[config.mk]
export PLATFORM = sky130hd
export DESIGN_NAME = vertex_directional_lighting_flat
export DESIGN_NICKNAME = d
export VERILOG_FILES = /design/src/rtl/vdl_pkg.sv /design/src/rtl/vdl_normal_if.sv /design/src/rtl/vdl_level_if.sv /design/src/rtl/vdl_cfg.sv /design/src/rtl/vdl_seq.sv /design/src/rtl/vdl_datapath.sv /design/src/rtl/vertex_directional_lighting.sv /design/src/flat_wrapper.sv
export SDC_FILE = /design/constraint.sdc
export NUM_CORES = 2
export LEC_CHECK = 0
export ABC_CLOCK_PERIOD_IN_PS = 9600
export BUFFER_PORTS_ARGS = -buffer_cell sky130_fd_sc_hd__buf_4
export CELL_PAD_IN_SITES_DETAIL_PLACEMENT = 0
export CELL_PAD_IN_SITES_GLOBAL_PLACEMENT = 1
export CORE_MARGIN = 2
export CORE_UTILIZATION = 30
export CTS_CLUSTER_DIAMETER = 80
export DETAILED_ROUTE_END_ITERATION = 16
export GPL_ROUTABILITY_DRIVEN = 0
export HOLD_SLACK_MARGIN = 0.08
export MAX_ROUTING_LAYER = met4
export PLACE_DENSITY_LB_ADDON = 0.15
export SETUP_SLACK_MARGIN = 0.05
export SKIP_LAST_GASP = 1
export SYNTH_ARGS = -nofsm -noshare
export SYNTH_HDL_FRONTEND = slang
export SYNTH_SLANG_ARGS = --single-unit
export TNS_END_PERCENT = 30
[constraint.sdc]
create_clock -name clk -period 9.6 [get_ports clk]
set_input_delay 1.44 -clock clk [delete_from_list [all_inputs] [get_ports clk]]
set_output_delay 1.44 -clock clk [all_outputs]
set_load 0.01 [all_outputs]
[src/rtl/vdl_pkg.sv]
`timescale 1ns / 1ps
`default_nettype none
// ----------------------------------------------------------------------------
// vdl_pkg
// Shared types, constants and the microcode program of the vertex lighting
// block.
// ----------------------------------------------------------------------------
package vdl_pkg;

  localparam int MAX_LIGHTS = 6;
  localparam int LIDX_W     = (MAX_LIGHTS > 1) ? $clog2(MAX_LIGHTS) : 1;

  localparam int COMP_W     = 16;
  localparam int LEVEL_W    = 16;
  localparam int COUNT_W    = 3;
  localparam int CFG_DATA_W = 64;
  localparam int CFG_IDX_W  = 3;
  localparam int ACC_W      = 33;
  localparam int D14_W      = 18;
  localparam int MUL_A_W    = 19;
  localparam int MUL_B_W    = 17;
  localparam int PROD_W     = MUL_A_W + MUL_B_W;
  localparam int FRAC_W     = 14;
  localparam int TERM_W     = PROD_W - FRAC_W;
  localparam int UC_AW      = 4;

  localparam logic [CFG_IDX_W-1:0] REG_LIGHT_COUNT = 3'd0;
  localparam logic [CFG_IDX_W-1:0] REG_AMBIENT     = 3'd1;
  localparam logic [CFG_IDX_W-1:0] REG_LIGHT_BASE  = 3'd2;

  localparam logic [COUNT_W-1:0] COUNT_LIMIT = COUNT_W'(MAX_LIGHTS);

  typedef struct packed {
    logic        [15:0] intensity;
    logic signed [15:0] dir_z;
    logic signed [15:0] dir_y;
    logic signed [15:0] dir_x;
  } light_t;

  typedef enum logic [1:0] {MS_X, MS_Y, MS_Z, MS_INT} mul_sel_t;
  typedef enum logic [1:0] {ACC_HOLD, ACC_LOAD, ACC_ADD} acc_op_t;
  typedef enum logic [1:0] {JC_ALWAYS, JC_START, JC_MORE, JC_EMIT} jump_t;

  typedef struct packed {
    mul_sel_t         mul_sel;
    acc_op_t          acc_op;
    logic             sum_add;
    logic             advance;
    jump_t            jump;
    logic [UC_AW-1:0] tgt_a;
    logic [UC_AW-1:0] tgt_b;
  } ucode_t;

  typedef struct packed {
    ucode_t uc;
    logic   take;
    logic   emit;
  } vdl_ctl_t;

  typedef struct packed {
    logic more;
    logic no_lights;
    logic out_free;
  } vdl_stat_t;

  localparam logic [UC_AW-1:0] S_IDLE   = 4'd0;
  localparam logic [UC_AW-1:0] S_PRO_X  = 4'd1;
  localparam logic [UC_AW-1:0] S_PRO_Y  = 4'd2;
  localparam logic [UC_AW-1:0] S_PRO_Z  = 4'd3;
  localparam logic [UC_AW-1:0] S_LOOP_X = 4'd4;
  localparam logic [UC_AW-1:0] S_LOOP_I = 4'd5;
  localparam logic [UC_AW-1:0] S_LOOP_Y = 4'd6;
  localparam logic [UC_AW-1:0] S_LOOP_Z = 4'd7;
  localparam logic [UC_AW-1:0] S_EPI_A  = 4'd8;
  localparam logic [UC_AW-1:0] S_EPI_I  = 4'd9;
  localparam logic [UC_AW-1:0] S_EPI_S  = 4'd10;
  localparam logic [UC_AW-1:0] S_EMIT   = 4'd11;

  // acc_op and sum_add act on the product of the previous step.
  function automatic ucode_t ucode_rom(input logic [UC_AW-1:0] step);
    ucode_t w;
    begin
      w = '{MS_X, ACC_HOLD, 1'b0, 1'b0, JC_START, S_PRO_X, S_EMIT};
      unique case (step)
        S_IDLE:   w = '{MS_X,   ACC_HOLD, 1'b0, 1'b0, JC_START,  S_PRO_X,  S_EMIT};
        S_PRO_X:  w = '{MS_X,   ACC_HOLD, 1'b0, 1'b0, JC_ALWAYS, S_PRO_Y,  S_PRO_Y};
        S_PRO_Y:  w = '{MS_Y,   ACC_LOAD, 1'b0, 1'b0, JC_ALWAYS, S_PRO_Z,  S_PRO_Z};
        S_PRO_Z:  w = '{MS_Z,   ACC_ADD,  1'b0, 1'b1, JC_MORE,   S_LOOP_X, S_EPI_A};
        S_LOOP_X: w = '{MS_X,   ACC_ADD,  1'b0, 1'b0, JC_ALWAYS, S_LOOP_I, S_LOOP_I};
        S_LOOP_I: w = '{MS_INT, ACC_LOAD, 1'b0, 1'b0, JC_ALWAYS, S_LOOP_Y, S_LOOP_Y};
        S_LOOP_Y: w = '{MS_Y,   ACC_HOLD, 1'b1, 1'b0, JC_ALWAYS, S_LOOP_Z, S_LOOP_Z};
        S_LOOP_Z: w = '{MS_Z,   ACC_ADD,  1'b0, 1'b1, JC_MORE,   S_LOOP_X, S_EPI_A};
        S_EPI_A:  w = '{MS_X,   ACC_ADD,  1'b0, 1'b0, JC_ALWAYS, S_EPI_I,  S_EPI_I};
        S_EPI_I:  w = '{MS_INT, ACC_HOLD, 1'b0, 1'b0, JC_ALWAYS, S_EPI_S,  S_EPI_S};
        S_EPI_S:  w = '{MS_X,   ACC_HOLD, 1'b1, 1'b0, JC_ALWAYS, S_EMIT,   S_EMIT};
        S_EMIT:   w = '{MS_X,   ACC_HOLD, 1'b0, 1'b0, JC_EMIT,   S_IDLE,   S_EMIT};
        default:  w = '{MS_X,   ACC_HOLD, 1'b0, 1'b0, JC_ALWAYS, S_IDLE,   S_IDLE};
      endcase
      return w;
    end
  endfunction

endpackage
`default_nettype wire

[src/rtl/vdl_normal_if.sv]
`timescale 1ns / 1ps
`default_nettype none
// ----------------------------------------------------------------------------
// vdl_normal_if
// Input channel: one vertex normal per transaction.
// ----------------------------------------------------------------------------
interface vdl_normal_if;
  logic               valid;
  logic               ready;
  logic signed [15:0] normal_x;
  logic signed [15:0] normal_y;
  logic signed [15:0] normal_z;

  modport source (output valid, output normal_x, output normal_y, output normal_z,
                  input ready);
  modport sink   (input valid, input normal_x, input normal_y, input normal_z,
                  output ready);
endinterface
`default_nettype wire

[src/rtl/vdl_level_if.sv]
`timescale 1ns / 1ps
`default_nettype none
// ----------------------------------------------------------------------------
// vdl_level_if
// Output channel: one light level per transaction.
// ----------------------------------------------------------------------------
interface vdl_level_if;
  logic        valid;
  logic        ready;
  logic [15:0] light_level;

  modport source (output valid, output light_level, input ready);
  modport sink   (input valid, input light_level, output ready);
endinterface
`default_nettype wire

[src/rtl/vdl_cfg.sv]
`timescale 1ns / 1ps
`default_nettype none
// ----------------------------------------------------------------------------
// vdl_cfg
// Configuration registers: light count, ambient level and the light words.
// ----------------------------------------------------------------------------
module vdl_cfg
  import vdl_pkg::*;
(
  input  wire logic                  clk,
  input  wire logic                  rst,
  input  wire logic                  cfg_we,
  input  wire logic [CFG_IDX_W-1:0]  cfg_index,
  input  wire logic [CFG_DATA_W-1:0] cfg_data,
  output logic      [COUNT_W-1:0]    light_count,
  output logic      [LEVEL_W-1:0]    ambient_level,
  output light_t                     lights [MAX_LIGHTS]
);

  logic [CFG_IDX_W:0] slot;

  assign slot = {1'b0, cfg_index} - {1'b0, REG_LIGHT_BASE};

  always_ff @(posedge clk) begin
    if (rst) begin
      light_count   <= '0;
      ambient_level <= '0;
      for (int i = 0; i < MAX_LIGHTS; i++) begin
        lights[i] <= '0;
      end
    end else if (cfg_we) begin
      if (cfg_index == REG_LIGHT_COUNT) begin
        light_count <= cfg_data[COUNT_W-1:0];
      end else if (cfg_index == REG_AMBIENT) begin
        ambient_level <= cfg_data[LEVEL_W-1:0];
      end else begin
        for (int i = 0; i < MAX_LIGHTS; i++) begin
          if (cfg_index >= REG_LIGHT_BASE && slot == (CFG_IDX_W+1)'(i)) begin
            lights[i] <= cfg_data;
          end
        end
      end
    end
  end

endmodule
`default_nettype wire

[src/rtl/vdl_seq.sv]
`timescale 1ns / 1ps
`default_nettype none
// ----------------------------------------------------------------------------
// vdl_seq
// Microcode sequencer: step counter, program ROM and jump logic.
// ----------------------------------------------------------------------------
module vdl_seq
  import vdl_pkg::*;
(
  input  wire logic      clk,
  input  wire logic      rst,
  input  wire logic      in_valid,
  input  wire vdl_stat_t stat,
  output logic           in_ready,
  output vdl_ctl_t       ctl
);

  logic [UC_AW-1:0] step;
  logic [UC_AW-1:0] step_next;
  ucode_t           uc;

  assign uc       = ucode_rom(step);
  assign in_ready = (uc.jump == JC_START);

  always_comb begin
    ctl.uc   = uc;
    ctl.take = (uc.jump == JC_START) && in_valid;
    ctl.emit = (uc.jump == JC_EMIT) && stat.out_free;
  end

  always_comb begin
    step_next = step;
    unique case (uc.jump)
      JC_ALWAYS: step_next = uc.tgt_a;
      JC_START: begin
        if (in_valid) begin
          step_next = stat.no_lights ? uc.tgt_b : uc.tgt_a;
        end
      end
      JC_MORE:   step_next = stat.more ? uc.tgt_a : uc.tgt_b;
      JC_EMIT: begin
        if (stat.out_free) begin
          step_next = uc.tgt_a;
        end
      end
      default:   step_next = S_IDLE;
    endcase
  end

  always_ff @(posedge clk) begin
    if (rst) begin
      step <= S_IDLE;
    end else begin
      step <= step_next;
    end
  end

endmodule
`default_nettype wire

[src/rtl/vdl_datapath.sv]
`timescale 1ns / 1ps
`default_nettype none
// ----------------------------------------------------------------------------
// vdl_datapath
// Shared multiplier, dot-product accumulator, level sum and output register.
// ----------------------------------------------------------------------------
module vdl_datapath
  import vdl_pkg::*;
(
  input  wire logic               clk,
  input  wire logic               rst,
  input  wire vdl_ctl_t           ctl,
  input  wire logic signed [15:0] in_x,
  input  wire logic signed [15:0] in_y,
  input  wire logic signed [15:0] in_z,
  input  wire logic [COUNT_W-1:0] light_count,
  input  wire logic [LEVEL_W-1:0] ambient_level,
  input  wire light_t             lights [MAX_LIGHTS],
  input  wire logic               out_ready,
  output logic                    out_valid,
  output logic      [LEVEL_W-1:0] light_level,
  output vdl_stat_t               stat
);

  logic signed [COMP_W-1:0]  nx, ny, nz;
  logic        [LIDX_W-1:0]  light_idx;
  logic        [15:0]        int_prev;
  logic signed [PROD_W-1:0]  prod;
  logic signed [ACC_W-1:0]   acc;
  logic        [LEVEL_W-1:0] sum;

  logic        [COUNT_W-1:0] eff_count;
  logic                      more;
  light_t                    cur;
  logic        [D14_W-1:0]   d14;
  logic signed [MUL_A_W-1:0] op_a;
  logic signed [MUL_B_W-1:0] op_b;
  logic        [TERM_W-1:0]  term;
  logic        [TERM_W:0]    sum_wide;

  assign eff_count = (light_count > COUNT_LIMIT) ? COUNT_LIMIT : light_count;
  assign more      = ((COUNT_W+1)'(light_idx) + (COUNT_W+1)'(1)) < {1'b0, eff_count};
  assign cur       = lights[light_idx];

  // Negative or zero dot product contributes nothing.
  assign d14 = (!acc[ACC_W-1] && acc != '0) ? acc[FRAC_W+D14_W-1:FRAC_W] : '0;

  always_comb begin
    unique case (ctl.uc.mul_sel)
      MS_X: begin
        op_a = MUL_A_W'(nx);
        op_b = MUL_B_W'(cur.dir_x);
      end
      MS_Y: begin
        op_a = MUL_A_W'(ny);
        op_b = MUL_B_W'(cur.dir_y);
      end
      MS_Z: begin
        op_a = MUL_A_W'(nz);
        op_b = MUL_B_W'(cur.dir_z);
      end
      MS_INT: begin
        op_a = $signed({1'b0, d14});
        op_b = $signed({1'b0, int_prev});
      end
      default: begin
        op_a = '0;
        op_b = '0;
      end
    endcase
  end

  assign term     = prod[PROD_W-1:FRAC_W];
  assign sum_wide = {1'b0, term} + (TERM_W+1)'(sum);

  always_comb begin
    stat.more      = more;
    stat.no_lights = (eff_count == '0);
    stat.out_free  = !out_valid || out_ready;
  end

  always_ff @(posedge clk) begin
    prod <= op_a * op_b;

    unique case (ctl.uc.acc_op)
      ACC_LOAD: acc <= prod[ACC_W-1:0];
      ACC_ADD:  acc <= acc + prod[ACC_W-1:0];
      default:  acc <= acc;
    endcase

    if (ctl.take) begin
      nx  <= in_x;
      ny  <= in_y;
      nz  <= in_z;
      sum <= '0;
    end else if (ctl.uc.sum_add) begin
      sum <= (sum_wide > (TERM_W+1)'({LEVEL_W{1'b1}})) ? '1 : sum_wide[LEVEL_W-1:0];
    end

    if (ctl.uc.advance) begin
      int_prev <= cur.intensity;
    end

    if (ctl.emit) begin
      light_level <= (sum < ambient_level) ? ambient_level : sum;
    end
  end

  always_ff @(posedge clk) begin
    if (rst) begin
      light_idx <= '0;
      out_valid <= 1'b0;
    end else begin
      if (ctl.take) begin
        light_idx <= '0;
      end else if (ctl.uc.advance && more) begin
        light_idx <= light_idx + LIDX_W'(1);
      end

      if (ctl.emit) begin
        out_valid <= 1'b1;
      end else if (out_ready) begin
        out_valid <= 1'b0;
      end
    end
  end

endmodule
`default_nettype wire

[src/rtl/vertex_directional_lighting.sv]
`timescale 1ns / 1ps
`default_nettype none
// ----------------------------------------------------------------------------
// vertex_directional_lighting
// Lambert diffuse lighting with an ambient floor for one vertex normal.
//
// normal: valid/ready channel, one signed Q1.14 normal per transaction.
// level:  valid/ready channel, one unsigned Q8.8 light level per transaction.
// cfg_we/cfg_index/cfg_data: register writes (0 light count, 1 ambient,
// 2..7 light words); write only while no transaction is in flight.
// A microcode sequencer runs one shared 19x17 multiplier every step: three
// direction products and one intensity product per light, the intensity
// product of one light overlapped into the steps that follow it.
// With N lights in use (N = 1..6) the prologue, one loop pass per further
// light and the epilogue run before the emit step; with no lights the idle
// step jumps to emit. A new normal is taken only in the idle step after emit.
// The result sits in an output register; a stalled receiver holds it and the
// sequencer waits in its final step until the register frees up.
// Reset clears the sequencer, output valid and all configuration registers.
// ----------------------------------------------------------------------------
module vertex_directional_lighting
  import vdl_pkg::*;
(
  input  wire logic                  clk,
  input  wire logic                  rst,
  input  wire logic                  cfg_we,
  input  wire logic [CFG_IDX_W-1:0]  cfg_index,
  input  wire logic [CFG_DATA_W-1:0] cfg_data,
  vdl_normal_if.sink                 normal,
  vdl_level_if.source                level
);

  logic [COUNT_W-1:0] light_count;
  logic [LEVEL_W-1:0] ambient_level;
  light_t             lights [MAX_LIGHTS];
  vdl_ctl_t           ctl;
  vdl_stat_t          stat;
  logic               in_ready;

  assign normal.ready = in_ready;

  vdl_cfg u_cfg (
    .clk           (clk),
    .rst           (rst),
    .cfg_we        (cfg_we),
    .cfg_index     (cfg_index),
    .cfg_data      (cfg_data),
    .light_count   (light_count),
    .ambient_level (ambient_level),
    .lights        (lights)
  );

  vdl_seq u_seq (
    .clk      (clk),
    .rst      (rst),
    .in_valid (normal.valid),
    .stat     (stat),
    .in_ready (in_ready),
    .ctl      (ctl)
  );

  vdl_datapath u_dp (
    .clk           (clk),
    .rst           (rst),
    .ctl           (ctl),
    .in_x          (normal.normal_x),
    .in_y          (normal.normal_y),
    .in_z          (normal.normal_z),
    .light_count   (light_count),
    .ambient_level (ambient_level),
    .lights        (lights),
    .out_ready     (level.ready),
    .out_valid     (level.valid),
    .light_level   (level.light_level),
    .stat          (stat)
  );

endmodule
`default_nettype wire

[src/flat_wrapper.sv]
// flat-port wrapper written by rule: the top's interface ports become plain ports
module vertex_directional_lighting_flat import vdl_pkg::*;
  (clk, rst, cfg_we, cfg_index, cfg_data, normal_valid, normal_normal_x, normal_normal_y, normal_normal_z, normal_ready, level_valid, level_light_level, level_ready);
  vdl_normal_if normal_i ();
  vdl_level_if level_i ();
  input  wire logic clk;
  input  wire logic rst;
  input  wire logic cfg_we;
  input  wire logic [CFG_IDX_W-1:0] cfg_index;
  input  wire logic [CFG_DATA_W-1:0] cfg_data;
  input wire logic [$bits(normal_i.valid)-1:0] normal_valid;
  input wire logic [$bits(normal_i.normal_x)-1:0] normal_normal_x;
  input wire logic [$bits(normal_i.normal_y)-1:0] normal_normal_y;
  input wire logic [$bits(normal_i.normal_z)-1:0] normal_normal_z;
  output wire logic [$bits(normal_i.ready)-1:0] normal_ready;
  output wire logic [$bits(level_i.valid)-1:0] level_valid;
  output wire logic [$bits(level_i.light_level)-1:0] level_light_level;
  input wire logic [$bits(level_i.ready)-1:0] level_ready;
  assign normal_i.valid = normal_valid;
  assign normal_i.normal_x = normal_normal_x;
  assign normal_i.normal_y = normal_normal_y;
  assign normal_i.normal_z = normal_normal_z;
  assign normal_ready = normal_i.ready;
  assign level_valid = level_i.valid;
  assign level_light_level = level_i.light_level;
  assign level_i.ready = level_ready;
  vertex_directional_lighting u_core (.clk(clk), .rst(rst), .cfg_we(cfg_we), .cfg_index(cfg_index), .cfg_data(cfg_data), .normal(normal_i), .level(level_i));
endmodule
==> results.txt <==
DRT iter0 DRCs -> 1914
Worst flop-to-flop path endpoint -> u_core.u_dp.prod[35]
CTS tree -> done
Die Span Y -> 361 microns
Final min period -> 8700 ps
Most frequent cells in the layout -> nand2_1, a21oi_1, dfxtp_1
DRT Wirelength -> 131000 microns
CTS Buf Count -> 77
CP Launch Type -> flop
Layout Cells excl Fill -> 6043
Worst-path maximum fanout -> 26
PortBufs -> 137
Post-layout instance area -> 43600 sq um
Hold_sp -> u_core.u_cfg.lights[202]
Synth warn -> 0
Commonest non-fill, non-tap cell in the layout -> nand2_1
Worst-margin pin slew -> 1080 ps
Post-DP HPWL -> 93900 microns
Die span in x -> 361 microns
Worst reg2reg startpoint -> u_core.u_seq.uc[14]
R2R depth -> 28
Post-CTS sizing -> 0
Residual DRC count -> 0
# hold bufs at CTS -> 0
Asr flop ratio synth -> 0%
Routed vias -> 29700
Cell Rows -> 131
Max FFs per register -> 384
Top-area cell type share of the netlist area -> 25.1%
Regs by FF count -> u_core.u_cfg.lights: 384 flops, u_core.u_dp.prod: 36 flops, u_core.u_dp.acc: 33 flops
Yosys reg bits -> 592
Slowest stage cell on the critical path -> dfxtp_1
Slew HR -> 28.2%
Synth Net Count -> 4868
Top cell type by total area after synthesis -> dfxtp_1
Data arrival, critical path -> 9260 ps
Biggest register -> u_core.u_cfg.lights
Synth unique cells -> 72
Sequential area share after synthesis -> 33.9%
Cell count after placement -> 5899
Synth Area per Inst -> 9.00 sq um
Top cells by area in the synthesized netlist -> dfxtp_1, fa_1, nand2_1
CTS Root Cell -> clkbuf_16
H-tree depth -> 3
# setup viols final -> 0
Worst Clk Skew -> 31.9 ps
Prevailing post-synth register cell -> dfxtp_1
Worst min-delay path category -> flop to flop
Share of layout cells above drive strength 1 -> 11.8%
WP data required -> 10160 ps
Cell mode on critical path -> fa_1
Sink Count -> 592
DP Area -> 41100 sq um
WHS Endpoint -> u_core.u_cfg.lights[202]
Number of flops mapped to enable cells by yosys -> 113
Avg WL per Cell -> 21.8 microns
Area Growth Syn to Fin -> 14.1%
Crit Path Class -> flop to flop
Die area -> 130000 sq um
Worst setup EP type -> flop
Final hold vios -> 0
Max frequency -> 115 MHz
Total global routing overflow -> 0
Max_cap viols -> 0
Run status -> finished clean
Global-route wire length before repair -> 197000 microns
Final period utilization -> 90.6%
# IOs -> 138
Final #Nets -> 4933
Largest net degree at the start of global routing -> 90
Drt pass-1 iters -> 6
Post-DRT Antenna Nets -> 0
Clock-pin slew on the worst setup and hold paths -> 60 ps
Worst skew pair latency -> 690 ps
Hold path cells -> 2
GRT Util Overall -> 20.6%
RSZ-0062 raised after global routing -> no
Final max-slew violation count -> 0
Setup bufs post-CTS -> 0
Mapped Cells -> 4251
Setup TNS -> 0 ps
Via density per instance -> 4.92
Synth Cell Area -> 38200 sq um
Initial antenna violation count -> 4
Crit-path max cell delay -> 750 ps
Vias in the first global route -> 29700
Max clock buf depth -> 3
Core footprint -> 127000 sq um
R2R Setup Slk -> 900 ps
Initial Utilization -> 30.1%
[cell type report]
class | count | area, sq um
Timing Repair Buffer | 215 | 1650
Sequential cell | 592 | 13000
Fill cell | 13200 | 83400
Inverter | 408 | 1530
Tap cell | 1662 | 2080
Multi-Input combinational cell | 3022 | 22900
Clock inverter | 31 | 315
Antenna cell | 1 | 2.50
Clock buffer | 112 | 2210
[synth_stat cells (18+ instances only)]
library cell,number
a21o_1,34
dfxtp_1,479
nand2_1,957
ha_1,168
nand3_1,21
a21oi_1,483
mux4_2,64
mux2_2,50
edfxtp_1,113
nor2b_1,23
clkbuf_1,178
buf_2,29
or2_2,20
o21ai_1,32
a22oi_1,18
fa_1,329
nor2_1,283
xnor2_1,51
o21a_1,45
mux2i_1,52
o22ai_1,27
xor2_1,25
inv_1,404
o21ai_0,86
nor3_1,21
[worst max-delay path: cells and delay by family, from the launching register on]
family,cells,cell delay (ps)
buffers and inverters,7,960
and+or+nand+nor,5,700
adders and majority gates,7,3400
AOI/OAI and AO/OA,9,2750
DFF,1,750
[cell families (layout without fill, tap and decap cells)]
family	after synthesis	count (layout)	share of synthesized area, %
adder cells (fa/ha/maj)	497	497	22.7
buffers and inverters	637	766	6.47
other	0	1	0
multiplexers	177	177	6.93
AO/OA/AOI/OAI	861	861	13.3
XOR/XNOR	76	76	1.74
AND/OR/NAND/NOR	1411	1411	14.9
flip-flops	592	592	33.9
[metrics by stage]
step | util [%] | setup slack (ps) | hold WS (ps)
after floorplan | - | 1970 | 432
after global placement | 32.4 | 877 | 439
after detailed placement | 32.4 | 901 | 444
after CTS | 34.3 | 851 | 452
after global routing | 34.3 | 346 | 467
final | 34.3 | 899 | 449
[per-layer routing]
| metal | track usage, % | routed length (microns) | share of wire (%) |
|---|---|---|---|
| met4 | 4.13 | 2240 | 1.7 |
| met3 | 2.35 | 4330 | 3.3 |
| met2 | 35.8 | 67400 | 51 |
| met1 | 25.9 | 57500 | 44 |
| met5 | - | 0 | 0 |
[worst max path at each step]
stage                                        start                   end  slack, ps  depth (start not counted)
after global placement         u_core.u_seq.uc[15]  u_core.u_dp.prod[35]        880                         27
after detailed placement       u_core.u_seq.uc[14]  u_core.u_dp.prod[35]        900                         28
after CTS                      u_core.u_seq.uc[14]  u_core.u_dp.prod[35]        850                         28
after global routing           u_core.u_seq.uc[14]  u_core.u_dp.prod[35]        350                         28
final                          u_core.u_seq.uc[14]  u_core.u_dp.prod[35]        900                         28
after floorplan           u_core.u_dp.light_idx[0]  u_core.u_dp.prod[34]       1970                         30
Power is left out: the tool's default activity adds up to more than one toggle a clock period on the data nets, which glitch-free logic cannot reach.
